File: src/hdl/ansi_escape_filter_unit_macros.svh
// Assertion macros for the filter RTL.
// AEF_ASSERT checks only outside reset; AEF_ASSERT_ALWAYS checks every edge.
`ifndef ANSI_ESCAPE_FILTER_UNIT_MACROS_SVH
`define ANSI_ESCAPE_FILTER_UNIT_MACROS_SVH
`ifndef ASSERT_OFF
`define AEF_ASSERT(lbl, clk, rst, prop, msg) \
  lbl: assert property (@(posedge clk) disable iff (rst) prop) else $error(msg);
`define AEF_ASSERT_ALWAYS(lbl, clk, prop, msg) \
  lbl: assert property (@(posedge clk) prop) else $error(msg);
`else
`define AEF_ASSERT(lbl, clk, rst, prop, msg)
`define AEF_ASSERT_ALWAYS(lbl, clk, prop, msg)
`endif
`endif

File: src/hdl/aef_pkg.sv
// ----------------------------------------------------------------------------
// aef_pkg
// Types, character codes and helpers for the terminal escape filter.
// ----------------------------------------------------------------------------
package aef_pkg;

  localparam int unsigned MAX_SEQ   = 1024;
  localparam int unsigned SEQ_W     = $clog2(MAX_SEQ) + 1;
  // last sequence length at which parameter bytes are still scanned
  localparam int unsigned SCAN_LAST = 199;

  localparam logic [7:0] CH_BEL   = 8'd7;
  localparam logic [7:0] CH_BS    = 8'd8;
  localparam logic [7:0] CH_TAB   = 8'd9;
  localparam logic [7:0] CH_LF    = 8'd10;
  localparam logic [7:0] CH_CR    = 8'd13;
  localparam logic [7:0] CH_SO    = 8'd14;
  localparam logic [7:0] CH_SI    = 8'd15;
  localparam logic [7:0] CH_ESC   = 8'd27;
  localparam logic [7:0] CH_SPACE = 8'd32;
  localparam logic [7:0] CH_PLUS  = 8'h2B;
  localparam logic [7:0] CH_SEMI  = 8'h3B;
  localparam logic [7:0] CH_QMARK = 8'h3F;
  localparam logic [7:0] CH_ZERO  = 8'h30;
  localparam logic [7:0] CH_NINE  = 8'h39;
  localparam logic [7:0] CH_LBRK  = 8'h5B;
  localparam logic [7:0] CH_RBRK  = 8'h5D;
  localparam logic [7:0] CH_M     = 8'h6D;

  typedef enum logic [1:0] {
    KIND_TEXT  = 2'd0,
    KIND_CTRL  = 2'd1,
    KIND_INSEQ = 2'd2,
    KIND_END   = 2'd3
  } kind_t;

  typedef enum logic [3:0] {
    MODE_GROUND = 4'b0001,
    MODE_ESC    = 4'b0010,
    MODE_CSI    = 4'b0100,
    MODE_OSC    = 4'b1000
  } mode_t;

  typedef enum logic [4:0] {
    PH_START  = 5'b00001,
    PH_PLUS   = 5'b00010,
    PH_DIGITS = 5'b00100,
    PH_AFTER  = 5'b01000,
    PH_DEAD   = 5'b10000
  } phase_t;

  typedef struct packed {
    mode_t             mode;
    logic [SEQ_W-1:0]  seq_len;
    logic [7:0]        field_value;
    phase_t            phase;
    logic              any_one;
    logic              bold;
    logic              shift;
  } parse_state_t;

  localparam parse_state_t ST_RESET = '{
    mode:        MODE_GROUND,
    seq_len:     '0,
    field_value: 8'd0,
    phase:       PH_START,
    any_one:     1'b0,
    bold:        1'b0,
    shift:       1'b0
  };

  typedef struct packed {
    kind_t      kind;
    logic [7:0] out_byte;
    logic       bold;
    logic       shifted_in;
    logic       beep;
    logic       warning;
    logic       overflow;
  } result_t;

  function automatic logic is_letter(input logic [7:0] b);
    return (b >= 8'h41 && b <= 8'h5A) || (b >= 8'h61 && b <= 8'h7A);
  endfunction

  function automatic logic is_space(input logic [7:0] b);
    return (b == CH_SPACE) || (b >= CH_TAB && b <= CH_CR);
  endfunction

  // CSI finals that are dropped without a warning
  function automatic logic is_quiet_final(input logic [7:0] b);
    logic q;
    q = 1'b0;
    unique case (b)
      8'h4B, 8'h48, 8'h66, 8'h4A, 8'h41, 8'h42, 8'h43, 8'h44,
      8'h73, 8'h75, 8'h68, 8'h72, 8'h6C, 8'h64, 8'h47, 8'h58: q = 1'b1;
      default: q = 1'b0;
    endcase
    return q;
  endfunction

endpackage

File: src/hdl/aef_in_if.sv
// ----------------------------------------------------------------------------
// aef_in_if
// Byte stream channel into the filter.
// ----------------------------------------------------------------------------
interface aef_in_if;
  logic       valid;
  logic       ready;
  logic [7:0] in_byte;

  modport source (output valid, output in_byte, input ready);
  modport sink (input valid, input in_byte, output ready);
endinterface

File: src/hdl/aef_out_if.sv
// ----------------------------------------------------------------------------
// aef_out_if
// Result channel out of the filter, one word per input byte.
// ----------------------------------------------------------------------------
interface aef_out_if;
  logic       valid;
  logic       ready;
  logic [1:0] kind;
  logic [7:0] out_byte;
  logic       bold;
  logic       shifted_in;
  logic       beep;
  logic       warning;
  logic       overflow;

  modport source (output valid, output kind, output out_byte, output bold,
                  output shifted_in, output beep, output warning,
                  output overflow, input ready);
  modport sink (input valid, input kind, input out_byte, input bold,
                input shifted_in, input beep, input warning,
                input overflow, output ready);
endinterface

File: src/hdl/ansi_escape_filter_unit.sv
// ----------------------------------------------------------------------------
// ansi_escape_filter_unit
// Terminal byte stream filter: text passthrough, control and escape parsing.
// ----------------------------------------------------------------------------
//  channel  dir  word
//  rx       in   in_byte[7:0]
//  tx       out  kind[1:0] out_byte[7:0] bold shifted_in beep warning overflow
//
//  One byte per cycle sustained while tx is not stalled; a result word is
//  presented once its byte has passed the input register, then the result register.
//  The parse state updates as a byte moves into the result register.
//  rx.ready drops only while both registers are full and tx is stalled.
//  Synchronous reset returns the parser to ground with bold and shift clear.
// ----------------------------------------------------------------------------
`include "ansi_escape_filter_unit_macros.svh"

module ansi_escape_filter_unit (
  input  logic          clk,
  input  logic          rst,
  aef_in_if.sink        rx,
  aef_out_if.source     tx
);

  logic                  in_valid;
  logic [7:0]            in_byte_q;
  logic                  out_valid;
  logic                  advance;
  aef_pkg::parse_state_t st;
  aef_pkg::parse_state_t st_next;
  aef_pkg::result_t      res;
  aef_pkg::result_t      res_q;

  aef_parser u_parser (
    .b       (in_byte_q),
    .st      (st),
    .st_next (st_next),
    .res     (res)
  );

  assign advance  = !out_valid || tx.ready;
  assign rx.ready = !in_valid || advance;

  always_ff @(posedge clk) begin
    if (rst) begin
      in_valid  <= 1'b0;
      out_valid <= 1'b0;
      st        <= aef_pkg::ST_RESET;
    end else begin
      if (rx.ready) begin
        in_valid <= rx.valid;
      end
      if (advance) begin
        out_valid <= in_valid;
      end
      if (advance && in_valid) begin
        st <= st_next;
      end
    end
  end

  always_ff @(posedge clk) begin
    if (rx.valid && rx.ready) begin
      in_byte_q <= rx.in_byte;
    end
    if (advance && in_valid) begin
      res_q <= res;
    end
  end

  assign tx.valid      = out_valid;
  assign tx.kind       = res_q.kind;
  assign tx.out_byte   = res_q.out_byte;
  assign tx.bold       = res_q.bold;
  assign tx.shifted_in = res_q.shifted_in;
  assign tx.beep       = res_q.beep;
  assign tx.warning    = res_q.warning;
  assign tx.overflow   = res_q.overflow;

  `AEF_ASSERT(a_ovf_ends, clk, rst,
    tx.valid && tx.overflow |-> tx.kind == aef_pkg::KIND_END,
    "overflow without sequence end")
  `AEF_ASSERT(a_beep_ctrl, clk, rst,
    tx.valid && tx.beep |-> tx.kind == aef_pkg::KIND_CTRL,
    "beep outside a control byte")
  `AEF_ASSERT(a_byte_text, clk, rst,
    tx.valid && tx.kind != aef_pkg::KIND_TEXT |-> tx.out_byte == 8'd0,
    "out_byte set on a non-text word")
  `AEF_ASSERT(a_ground_len, clk, rst,
    st.mode == aef_pkg::MODE_GROUND |-> st.seq_len == '0,
    "sequence length left over in ground")
  `AEF_ASSERT_ALWAYS(a_ready_free, clk, !rst && !out_valid |-> rx.ready,
    "input stalled with result register empty")

endmodule

File: src/hdl/aef_field_scan.sv
// ----------------------------------------------------------------------------
// aef_field_scan
// Scans one CSI parameter byte: sign, saturating decimal value, ';' close.
// ----------------------------------------------------------------------------
module aef_field_scan (
  input  logic [7:0]      b,
  input  aef_pkg::phase_t phase,
  input  logic [7:0]      field_value,
  input  logic            any_one,
  output aef_pkg::phase_t phase_next,
  output logic [7:0]      field_value_next,
  output logic            any_one_next,
  output logic            field_is_one
);

  logic        digit;
  logic [3:0]  d;
  logic [11:0] acc;

  assign digit = (b >= aef_pkg::CH_ZERO) && (b <= aef_pkg::CH_NINE);
  assign d     = digit ? 4'(b - aef_pkg::CH_ZERO) : 4'd0;
  assign acc   = 12'(field_value) * 12'd10 + 12'(d);

  assign field_is_one = ((phase == aef_pkg::PH_DIGITS) || (phase == aef_pkg::PH_AFTER))
                        && (field_value == 8'd1);

  always_comb begin
    phase_next       = phase;
    field_value_next = field_value;
    any_one_next     = any_one;
    if (b == aef_pkg::CH_SEMI) begin
      any_one_next     = any_one | field_is_one;
      phase_next       = aef_pkg::PH_START;
      field_value_next = 8'd0;
    end else begin
      unique case (phase)
        aef_pkg::PH_START: begin
          priority if (aef_pkg::is_space(b)) begin
            phase_next = aef_pkg::PH_START;
          end else if (b == aef_pkg::CH_PLUS) begin
            phase_next = aef_pkg::PH_PLUS;
          end else if (digit) begin
            field_value_next = 8'(d);
            phase_next       = aef_pkg::PH_DIGITS;
          end else begin
            phase_next = aef_pkg::PH_DEAD;
          end
        end
        aef_pkg::PH_PLUS: begin
          if (digit) begin
            field_value_next = 8'(d);
            phase_next       = aef_pkg::PH_DIGITS;
          end else begin
            phase_next = aef_pkg::PH_DEAD;
          end
        end
        aef_pkg::PH_DIGITS: begin
          if (digit) begin
            field_value_next = (acc > 12'd255) ? 8'hFF : acc[7:0];
          end else begin
            phase_next = aef_pkg::PH_AFTER;
          end
        end
        aef_pkg::PH_AFTER, aef_pkg::PH_DEAD: begin
          phase_next = phase;
        end
        default: begin
          phase_next = aef_pkg::PH_DEAD;
        end
      endcase
    end
  end

endmodule

File: src/hdl/aef_parser.sv
// ----------------------------------------------------------------------------
// aef_parser
// Next parse state and result word for one byte against the current state.
// ----------------------------------------------------------------------------
module aef_parser (
  input  logic [7:0]            b,
  input  aef_pkg::parse_state_t st,
  output aef_pkg::parse_state_t st_next,
  output aef_pkg::result_t      res
);

  aef_pkg::phase_t          scan_phase;
  logic [7:0]               scan_value;
  logic                     scan_any_one;
  logic                     field_is_one;
  logic [aef_pkg::SEQ_W-1:0] len_inc;
  logic                     scan_en;

  aef_field_scan u_scan (
    .b                (b),
    .phase            (st.phase),
    .field_value      (st.field_value),
    .any_one          (st.any_one),
    .phase_next       (scan_phase),
    .field_value_next (scan_value),
    .any_one_next     (scan_any_one),
    .field_is_one     (field_is_one)
  );

  assign len_inc = st.seq_len + 1'b1;
  assign scan_en = (32'(st.seq_len) >= 32'd2) && (32'(st.seq_len) <= aef_pkg::SCAN_LAST);

  always_comb begin
    st_next      = st;
    res.kind     = aef_pkg::KIND_TEXT;
    res.out_byte = 8'd0;
    res.beep     = 1'b0;
    res.warning  = 1'b0;
    res.overflow = 1'b0;
    unique case (st.mode)
      aef_pkg::MODE_GROUND: begin
        priority if ((b >= aef_pkg::CH_SPACE) || (b == aef_pkg::CH_LF)) begin
          res.kind     = aef_pkg::KIND_TEXT;
          res.out_byte = st.shift ? aef_pkg::CH_QMARK : b;
        end else if (b == aef_pkg::CH_ESC) begin
          res.kind        = aef_pkg::KIND_INSEQ;
          st_next.mode    = aef_pkg::MODE_ESC;
          st_next.seq_len = aef_pkg::SEQ_W'(1);
        end else begin
          res.kind = aef_pkg::KIND_CTRL;
          priority if (b == aef_pkg::CH_BEL) begin
            res.beep = 1'b1;
          end else if (b == aef_pkg::CH_SI) begin
            st_next.shift = 1'b1;
          end else if ((b != aef_pkg::CH_BS) && (b != aef_pkg::CH_TAB) &&
                       (b != aef_pkg::CH_CR) && (b != aef_pkg::CH_SO)) begin
            res.warning = 1'b1;
          end else begin
            res.warning = 1'b0;
          end
        end
      end
      aef_pkg::MODE_ESC: begin
        st_next.seq_len = aef_pkg::SEQ_W'(2);
        priority if (b == aef_pkg::CH_LBRK) begin
          res.kind            = aef_pkg::KIND_INSEQ;
          st_next.mode        = aef_pkg::MODE_CSI;
          st_next.field_value = 8'd0;
          st_next.phase       = aef_pkg::PH_START;
          st_next.any_one     = 1'b0;
        end else if (b == aef_pkg::CH_RBRK) begin
          res.kind     = aef_pkg::KIND_INSEQ;
          st_next.mode = aef_pkg::MODE_OSC;
        end else begin
          res.kind        = aef_pkg::KIND_END;
          st_next.mode    = aef_pkg::MODE_GROUND;
          st_next.seq_len = '0;
        end
      end
      aef_pkg::MODE_CSI, aef_pkg::MODE_OSC: begin
        priority if ((st.mode == aef_pkg::MODE_CSI) && aef_pkg::is_letter(b)) begin
          res.kind        = aef_pkg::KIND_END;
          st_next.mode    = aef_pkg::MODE_GROUND;
          st_next.seq_len = '0;
          if (b == aef_pkg::CH_M) begin
            // close the open field, then bold follows the collected flag
            st_next.any_one     = st.any_one | field_is_one;
            st_next.phase       = aef_pkg::PH_START;
            st_next.field_value = 8'd0;
            st_next.bold        = st.any_one | field_is_one;
          end else begin
            res.warning = !aef_pkg::is_quiet_final(b);
          end
        end else if ((st.mode == aef_pkg::MODE_OSC) && (b == aef_pkg::CH_BEL)) begin
          res.kind        = aef_pkg::KIND_END;
          st_next.mode    = aef_pkg::MODE_GROUND;
          st_next.seq_len = '0;
        end else begin
          if ((st.mode == aef_pkg::MODE_CSI) && scan_en) begin
            st_next.phase       = scan_phase;
            st_next.field_value = scan_value;
            st_next.any_one     = scan_any_one;
          end
          if (32'(len_inc) >= aef_pkg::MAX_SEQ) begin
            // drop an overlong sequence
            res.kind        = aef_pkg::KIND_END;
            res.overflow    = 1'b1;
            st_next.mode    = aef_pkg::MODE_GROUND;
            st_next.seq_len = '0;
          end else begin
            res.kind        = aef_pkg::KIND_INSEQ;
            st_next.seq_len = len_inc;
          end
        end
      end
      default: begin
        st_next.mode    = aef_pkg::MODE_GROUND;
        st_next.seq_len = '0;
      end
    endcase
    res.bold       = st_next.bold;
    res.shifted_in = st_next.shift;
  end

endmodule

File: src/flat_wrapper.sv
// flat-port wrapper written by rule: the top's interface ports become plain ports
module ansi_escape_filter_unit_flat 
  (clk, rst, rx_valid, rx_in_byte, rx_ready, tx_valid, tx_kind, tx_out_byte, tx_bold, tx_shifted_in, tx_beep, tx_warning, tx_overflow, tx_ready);
  aef_in_if rx_i ();
  aef_out_if tx_i ();
  input  logic clk;
  input  logic rst;
  input wire logic [$bits(rx_i.valid)-1:0] rx_valid;
  input wire logic [$bits(rx_i.in_byte)-1:0] rx_in_byte;
  output wire logic [$bits(rx_i.ready)-1:0] rx_ready;
  output wire logic [$bits(tx_i.valid)-1:0] tx_valid;
  output wire logic [$bits(tx_i.kind)-1:0] tx_kind;
  output wire logic [$bits(tx_i.out_byte)-1:0] tx_out_byte;
  output wire logic [$bits(tx_i.bold)-1:0] tx_bold;
  output wire logic [$bits(tx_i.shifted_in)-1:0] tx_shifted_in;
  output wire logic [$bits(tx_i.beep)-1:0] tx_beep;
  output wire logic [$bits(tx_i.warning)-1:0] tx_warning;
  output wire logic [$bits(tx_i.overflow)-1:0] tx_overflow;
  input wire logic [$bits(tx_i.ready)-1:0] tx_ready;
  assign rx_i.valid = rx_valid;
  assign rx_i.in_byte = rx_in_byte;
  assign rx_ready = rx_i.ready;
  assign tx_valid = tx_i.valid;
  assign tx_kind = tx_i.kind;
  assign tx_out_byte = tx_i.out_byte;
  assign tx_bold = tx_i.bold;
  assign tx_shifted_in = tx_i.shifted_in;
  assign tx_beep = tx_i.beep;
  assign tx_warning = tx_i.warning;
  assign tx_overflow = tx_i.overflow;
  assign tx_i.ready = tx_ready;
  ansi_escape_filter_unit u_core (.clk(clk), .rst(rst), .rx(rx_i), .tx(tx_i));
endmodule
File: config.mk
export PLATFORM = sky130hd
export DESIGN_NAME = ansi_escape_filter_unit_flat
export DESIGN_NICKNAME = d
export VERILOG_FILES = /design/src/hdl/aef_pkg.sv /design/src/hdl/aef_in_if.sv /design/src/hdl/aef_out_if.sv /design/src/hdl/ansi_escape_filter_unit.sv /design/src/hdl/aef_field_scan.sv /design/src/hdl/aef_parser.sv /design/src/flat_wrapper.sv
export VERILOG_INCLUDE_DIRS = /design/src /design/src/hdl
export SDC_FILE = /design/constraint.sdc
export NUM_CORES = 1
export LEC_CHECK = 0
export BUFFER_PORTS_ARGS = -buffer_cell sky130_fd_sc_hd__buf_2
export CAP_MARGIN = 20
export CORE_MARGIN = 2
export CORE_UTILIZATION = 55
export CTS_CLUSTER_DIAMETER = 40
export CTS_CLUSTER_SIZE = 20
export DETAILED_ROUTE_END_ITERATION = 6
export PLACE_DENSITY = 0.87
export SLEW_MARGIN = 20
export SYNTH_ARGS = -nofsm -noshare
export SYNTH_HDL_FRONTEND = slang
export SYNTH_SLANG_ARGS = --single-unit
File: constraint.sdc
create_clock -name clk -period 3.3 [get_ports clk]
set_clock_uncertainty 0.2 [all_clocks]
set_input_delay 0.33 -clock clk [delete_from_list [all_inputs] [get_ports clk]]
set_output_delay 0.33 -clock clk [all_outputs]
set_load 0.01 [all_outputs]
# Yosys cells after proc, flatten, opt, wreduce, memory -nomap -nowiden
# Index checks and enable logic that the tools add are counted.
[classes]
addsub = 3
n_mul = 1
magnitude_cmp = 13
n_eq_ne = 54
mux = 61
bitwise = 4
n_reduce_logical = 36
[ops]
columns = ["cell", "n"]
rows = [
  ["== test 8 x 7 -> 1 bit, second input constant", 19],
  ["two-way mux 15 bit", 4],
  ["two-way mux 8 bit", 6],
  ["case mux 15 bit (3 select lines)", 1],
  ["two-way mux 14 bit", 3],
  ["inequality test 8 x 4 -> 1 bit, second input constant", 4],
  ["two-way mux 29 bit", 1],
  ["case mux 14 bit (2 select lines)", 1],
  ["two-way mux 5 bit", 5],
  ["== test 8 x 6 -> 1 bit, second input constant", 3],
  ["two-way mux 1 bit", 24],
  ["case mux 8 bit (3 select lines)", 1],
  ["case mux 5 bit (4 select lines)", 1],
  ["== test 8 x 4 -> 1 bit, second input constant", 2],
  [">= comparator 8 x 6 -> 1 bit, second input constant", 2],
  [">= comparator 8 x 7 -> 1 bit, second input constant", 2],
  ["less-or-equal comparator 8 x 7 -> 1 bit, second input constant", 2],
  ["two-way mux 4 bit", 4],
  ["OR reduction 16 bit", 1],
  ["inequality test 5 x 4 -> 1 bit, second input constant", 3],
  ["logical AND 1 bit", 14],
  ["adder 12 x 4 -> 12 bit", 1],
  ["> comparator 12 x 8 -> 1 bit, second input constant", 1],
  ["two-way mux 2 bit", 6],
  ["45 further kinds", 61],
]
[word_totals]
register_bits = 56
inputBits = 12
word_cells = 190

# Logic depth before layout (Yosys ltp)
[depth]
word_depth = 13
depth_mapped = 14
mapped_depth_nobuf = 13

# Hierarchy
# Synthesis repeated with hierarchy kept, for this count alone.
[unflattened]
hier_cells = 550
hier_area_um2 = 4631.9
[modules_own_cells]
columns = ["mod", "n_inst", "cells_per_inst", "area_per_inst_um2", "seq_area_each_um2"]
rows = [
  ["ansi_escape_filter_unit", 1, 168, 2185.8, 1351.3],
  ["aef_parser", 1, 227, 1407.6, 0.0],
  ["aef_field_scan", 1, 155, 1038.5, 0.0],
]

# Worst setup path after synthesis
# No wires, ideal clock.
[synth_path]
path_type = "register to register"
startpoint = "reg u_core.in_byte_q[1]"
endpoint = "reg u_core.st[11] (netlist name)"
setup_ns = 0.117
arrival_ns = 2.962
required_time_ns = 2.983
setup_slack_ns = 0.020
path_stages_with_launch = 15
n_path_buf = 1
synth_period_minus_slack_ns = 3.280
path_cell_list = "edfxtp_1 -> clkbuf_1 -> o21ai_0 -> and2_1 -> inv_1 -> nor2_1 -> ha_1 -> inv_1 -> fa_1 -> nand2b_1 -> a21oi_1 -> o2111a_1 -> a211o_1 -> or3_1 -> a32o_2"
[synth_between]
elab_chain_cells = 13
[synth_lines]
columns = ["item", "line_no", "rtl"]
rows = [
  ["from (decl)", "ansi_escape_filter_unit.sv:25", "logic [7:0] in_byte_q;"],
  ["from (signal assigned)", "ansi_escape_filter_unit.sv:63", "in_byte_q <= rx.in_byte;"],
  [">= comparator 8 x 6 -> 1 bit or less-or-equal comparator 8 x 6 -> 1 bit (tied branches)", "aef_field_scan.sv:20", "assign digit = (b >= aef_pkg::CH_ZERO) && (b <= aef_pkg::CH_NINE);"],
  ["logical AND 1 bit", "aef_field_scan.sv:20", ""],
  ["two-way mux 4 bit", "aef_field_scan.sv:21", "assign d = digit ? 4'(b - aef_pkg::CH_ZERO) : 4'd0;"],
  ["adder 12 x 4 -> 12 bit", "aef_field_scan.sv:22", "assign acc = 12'(field_value) * 12'd10 + 12'(d);"],
  ["> comparator 12 x 8 -> 1 bit", "aef_field_scan.sv:59", "field_value_next = (acc > 12'd255) ? 8'hFF : acc[7:0];"],
  ["two-way mux 8 bit", "aef_field_scan.sv:59", ""],
  ["two-way mux 8 bit", "aef_field_scan.sv:58", "if (digit) begin"],
  ["case mux 8 bit (3 select lines)", "aef_field_scan.sv:36", "unique case (phase)"],
  ["two-way mux 8 bit", "aef_field_scan.sv:31", "if (b == aef_pkg::CH_SEMI) begin"],
  ["two-way mux 14 bit", "aef_parser.sv:99", "if ((st.mode == aef_pkg::MODE_CSI) && scan_en) begin"],
  ["two-way mux 14 bit", "aef_parser.sv:94", "end else if ((st.mode == aef_pkg::MODE_OSC) && (b == aef_pkg::CH_BEL)) begin"],
  ["two-way mux 29 bit", "aef_parser.sv:81", "priority if ((st.mode == aef_pkg::MODE_CSI) && aef_pkg::is_letter(b)) begin"],
  ["case mux 14 bit (2 select lines)", "aef_parser.sv:40", "unique case (st.mode)"],
]
# Parallel ways exist; a longest one is shown, timed or not. The select of a mux whose other input is x is not followed.
# A chain may end at the register's enable or synchronous reset.

# Final worst setup path
[layout_path]
startpoint = "reg u_core.st[9] (netlist name)"
endpoint = "reg u_core.st[9] (netlist name)"
[layout_between]
elab_chain_cells = 11
[layout_lines]
columns = ["item", "line_no"]
rows = [
  ["multiplier 8 x 3 -> 11 bit", "aef_field_scan.sv:22"],
  ["adder 12 x 4 -> 12 bit", "aef_field_scan.sv:22"],
  ["> comparator 12 x 8 -> 1 bit", "aef_field_scan.sv:59"],
  ["two-way mux 8 bit", "aef_field_scan.sv:59"],
  ["two-way mux 8 bit", "aef_field_scan.sv:58"],
  ["case mux 8 bit (3 select lines) (*)", "aef_field_scan.sv:36"],
  ["two-way mux 8 bit (*)", "aef_field_scan.sv:31"],
  ["two-way mux 14 bit (*)", "aef_parser.sv:99"],
  ["two-way mux 14 bit (*)", "aef_parser.sv:94"],
  ["two-way mux 29 bit (*)", "aef_parser.sv:81"],
  ["case mux 14 bit (2 select lines) (*)", "aef_parser.sv:40"],
]
# Every way passes the cells marked *; elsewhere a longest branch is shown, timed or not. The select of a mux whose other input is x is not followed.

==> summary.txt <==
Fill cells: 541
Max-slew violation count: 0
Drt pass-1 iters: 5
First-pass GRT wire length: 15.4 mm
Area fraction of the dominant cell type after synthesis: 0.181
Maximum level of the CTS H-tree: 2
Dpl ws: 5.91 ps
Remaining antenna violation count: 0
Fmax: 0.310 GHz
Crit path buf inv count: 0
Critical-path top delay cell: fa_1
Critical path's top delay family: adder cells
CP endpoint kind: flop
Nets: 501
Critical path class: reg -> reg
Row count: 30
Worst Path Arrival: 3240 ps
Tightest Hold Check Type: in -> reg
Post-Syn Area: 3820 sq um
CTS tree: built
Antenna Diode Count: 0
Initial drt markers: 381
Clock buffer depth: 2
Initial antenna violation count: 0
Post-Syn Nets: 464
Max stage delay on crit path: 560 ps
Post-synth top flop: dfxtp_1
Gr usage total: 0.256
Clock latency on the worst-skew pair: 320 ps
Register area share after synthesis: 0.354
Setup TNS: 0 ps
Vias in the first global route: 3,215
Share of cells above drive strength 1: 0.189
Power Density: 301 nW/um^2
Number of placed I/O pins: 29
CP Data Required Time: 3320 ps
Synth Register Bits: 56
Vias per cell: 6.60
WL final: 9.78 mm
Core ar.: 6760 sq um
Synth top area cells: edfxtp_1, dfxtp_1, ha_1
Area growth, synth to finish: 13.3%
CTS clock-pin slew for the worst setup and hold paths: 100 ps
Final worst setup slack: 78.1 ps
Rel. slew slack: 0.581
Fin crit share: 0.976
Fin util: 0.640
Max Cap Viol: 0
Avg WL per Cell: 17.7 microns
Die Ht: 87.3 microns
Setup violators final: 0
Root Driver: clkbuf_8
WHS: 36.6 ps
Startpoint types: flop
Final Hold Fails: 0
DIE AREA: 7620 sq um
Grt ovf: 0
Crit-path max FO: 5
Inserted Clock Buffers: 5
VDD IR max: 0.327 mV
Leading area contributor after synthesis: edfxtp_1
Final Wtd Congestion: 0.980
Post-synth ARST share: 0
Die X: 87.3 microns
Synth unique cells: 77
Worst-margin pin slew: 620 ps
Cells along the critical path: ha_1, ha_2, fa_1, nand2_2, a211oi_4, nand4_1, a211o_1, or3_1, a32o_2
HPWL after DPL: 6.90 mm
Initial core utilization: 0.565
Vias post-DR: 3,639
Syn Inst Count: 433
Tmin final: 3220 ps
Post-synth EDFFs: 23
Syn avg cell area: 8.81 sq um
DRC errors left: 0
Pleak: 0.00176 uW
Largest net degree at the start of global routing: 31
Syn. warnings: 0
Port Buffers: 28
CTS Sinks: 56
Status: finished, final reports clean
[power by group]
| part | total, uW | internal [uW] | switching [uW] |
|---|---|---|---|
| sequential | 744 | 738 | 6.02 |
| clock | 429 | 195 | 234 |
| combinational | 128 | 50.5 | 77.3 |
[flip-flops by register name (all words and copies together) (netlist names)]
signal	flops
u_core.tx.kind	2
u_core.tx.bold	1
u_core.st	31
u_core.in_byte_q	8
u_core.tx.shifted_in	1
u_core.tx.out_byte	8
u_core.tx.overflow	1
u_core.tx.beep	1
u_core.tx.valid	1
u_core.tx.warning	1
u_core.in_valid	1
[area by class of cell]
class | count | area [sq um] | share of cell area
clock buffer | 6 | 93.8 | 0.0217
clock inverter | 2 | 12.5 | 0.00289
inverter | 15 | 56.3 | 0.0130
multi-input combinational | 337 | 2340 | 0.542
sequential | 56 | 1350 | 0.312
tap | 80 | 100 | 0.0231
timing repair buffer | 55 | 367 | 0.0848
[cells by family (layout without fill, tap and decap cells)]
kind of cell,after synthesis,after routing,synth area share
compound gates,110,110,0.203
buf+inv,40,78,0.0475
simple gates,192,192,0.291
mux,4,4,0.0108
flops,56,56,0.354
xor+xnor,12,12,0.0275
fa+ha+maj,19,19,0.0662
[cell usage after synthesis, types with 7 or more instances]
master	number
edfxtp_1	23
and3_1	13
nor3_1	13
nand2b_1	9
a21oi_1	23
nand4_1	7
o21ai_0	25
xor2_1	7
inv_1	14
nor2_1	50
nor4_1	8
nand3_1	17
nand2_1	23
and2_1	9
ha_1	17
clkbuf_1	14
dfxtp_1	33
[worst register-to-register path, stage by stage, from the launching register on]
cell and delay [ps]:
dfxtp_1 330, ha_1 330, ha_2 210, fa_1 560, nand2_2 110, a211oi_4 260
nand4_1 120, a211o_1 370, or3_1 360, a32o_2 270
[timing repair]
action | CTS | global route
hold endpoints to repair | 8 | 0
hold buffers | 8 | 0
gates resized for setup | 0 | 17
endpoints found under the setup margin | 0 | 7
buffers inserted | 0 | 2
[per-layer routing]
| metal | global-route usage | up-vias | routed length (microns) |
|---|---|---|---|
| li1 | - | 1699 | - |
| met1 | 0.339 | 1703 | 3830 |
| met2 | 0.424 | 206 | 4860 |
| met3 | 0.0408 | 31 | 819 |
| met4 | 0.0867 | 0 | 272 |
| met5 | 0 | - | 0 |
[path summary, 6_finish.rpt]
path | startpoint | endpoint | slack, ps | depth (start not counted)
worst max-delay path | u_core.st[9] | u_core.st[9] | 80 | 9
worst min-delay path | rx_valid | u_core.in_valid | 40 | 3
worst max register to register | u_core.st[9] | u_core.st[9] | 80 | 9
worst min register to register | u_core.st[1] | u_core.st[1] | 280 | 2
[stage by stage]
stage	instance area, sq um	total power [uW]	cells
final	4330	1300	551
after global routing	4330	1350	551
after CTS	4250	1300	549
after detailed placement	4060	874	533
after global placement	4060	869	533
after floorplan	3820	831	433
[layout by cell type, fill, tap and decap left out, types with 4 or more instances in the layout]
cell / Yosys / routed
clkbuf_8: 0 / 5
nor2_1: 50 / 50
a21o_1: 6 / 6
nand2_1: 23 / 21
and2_1: 9 / 8
buf_4: 3 / 18
and3_1: 13 / 13
inv_1: 14 / 14
or3_1: 6 / 6
edfxtp_1: 23 / 23
buf_2: 4 / 28
xor2_1: 7 / 7
dfxtp_1: 33 / 33
nor2b_1: 6 / 6
nand4_1: 7 / 7
o2111ai_1: 4 / 4
xnor2_1: 5 / 4
nor4_1: 8 / 8
nand3_1: 17 / 16
nor3_1: 13 / 13
ha_1: 17 / 14
o21ai_0: 25 / 24
a21oi_1: 23 / 21
a31oi_1: 6 / 6
o211ai_1: 4 / 4
nand2b_1: 9 / 8
dlygate4sd3_1: 0 / 8
Power figures use the tool's default switching activity.
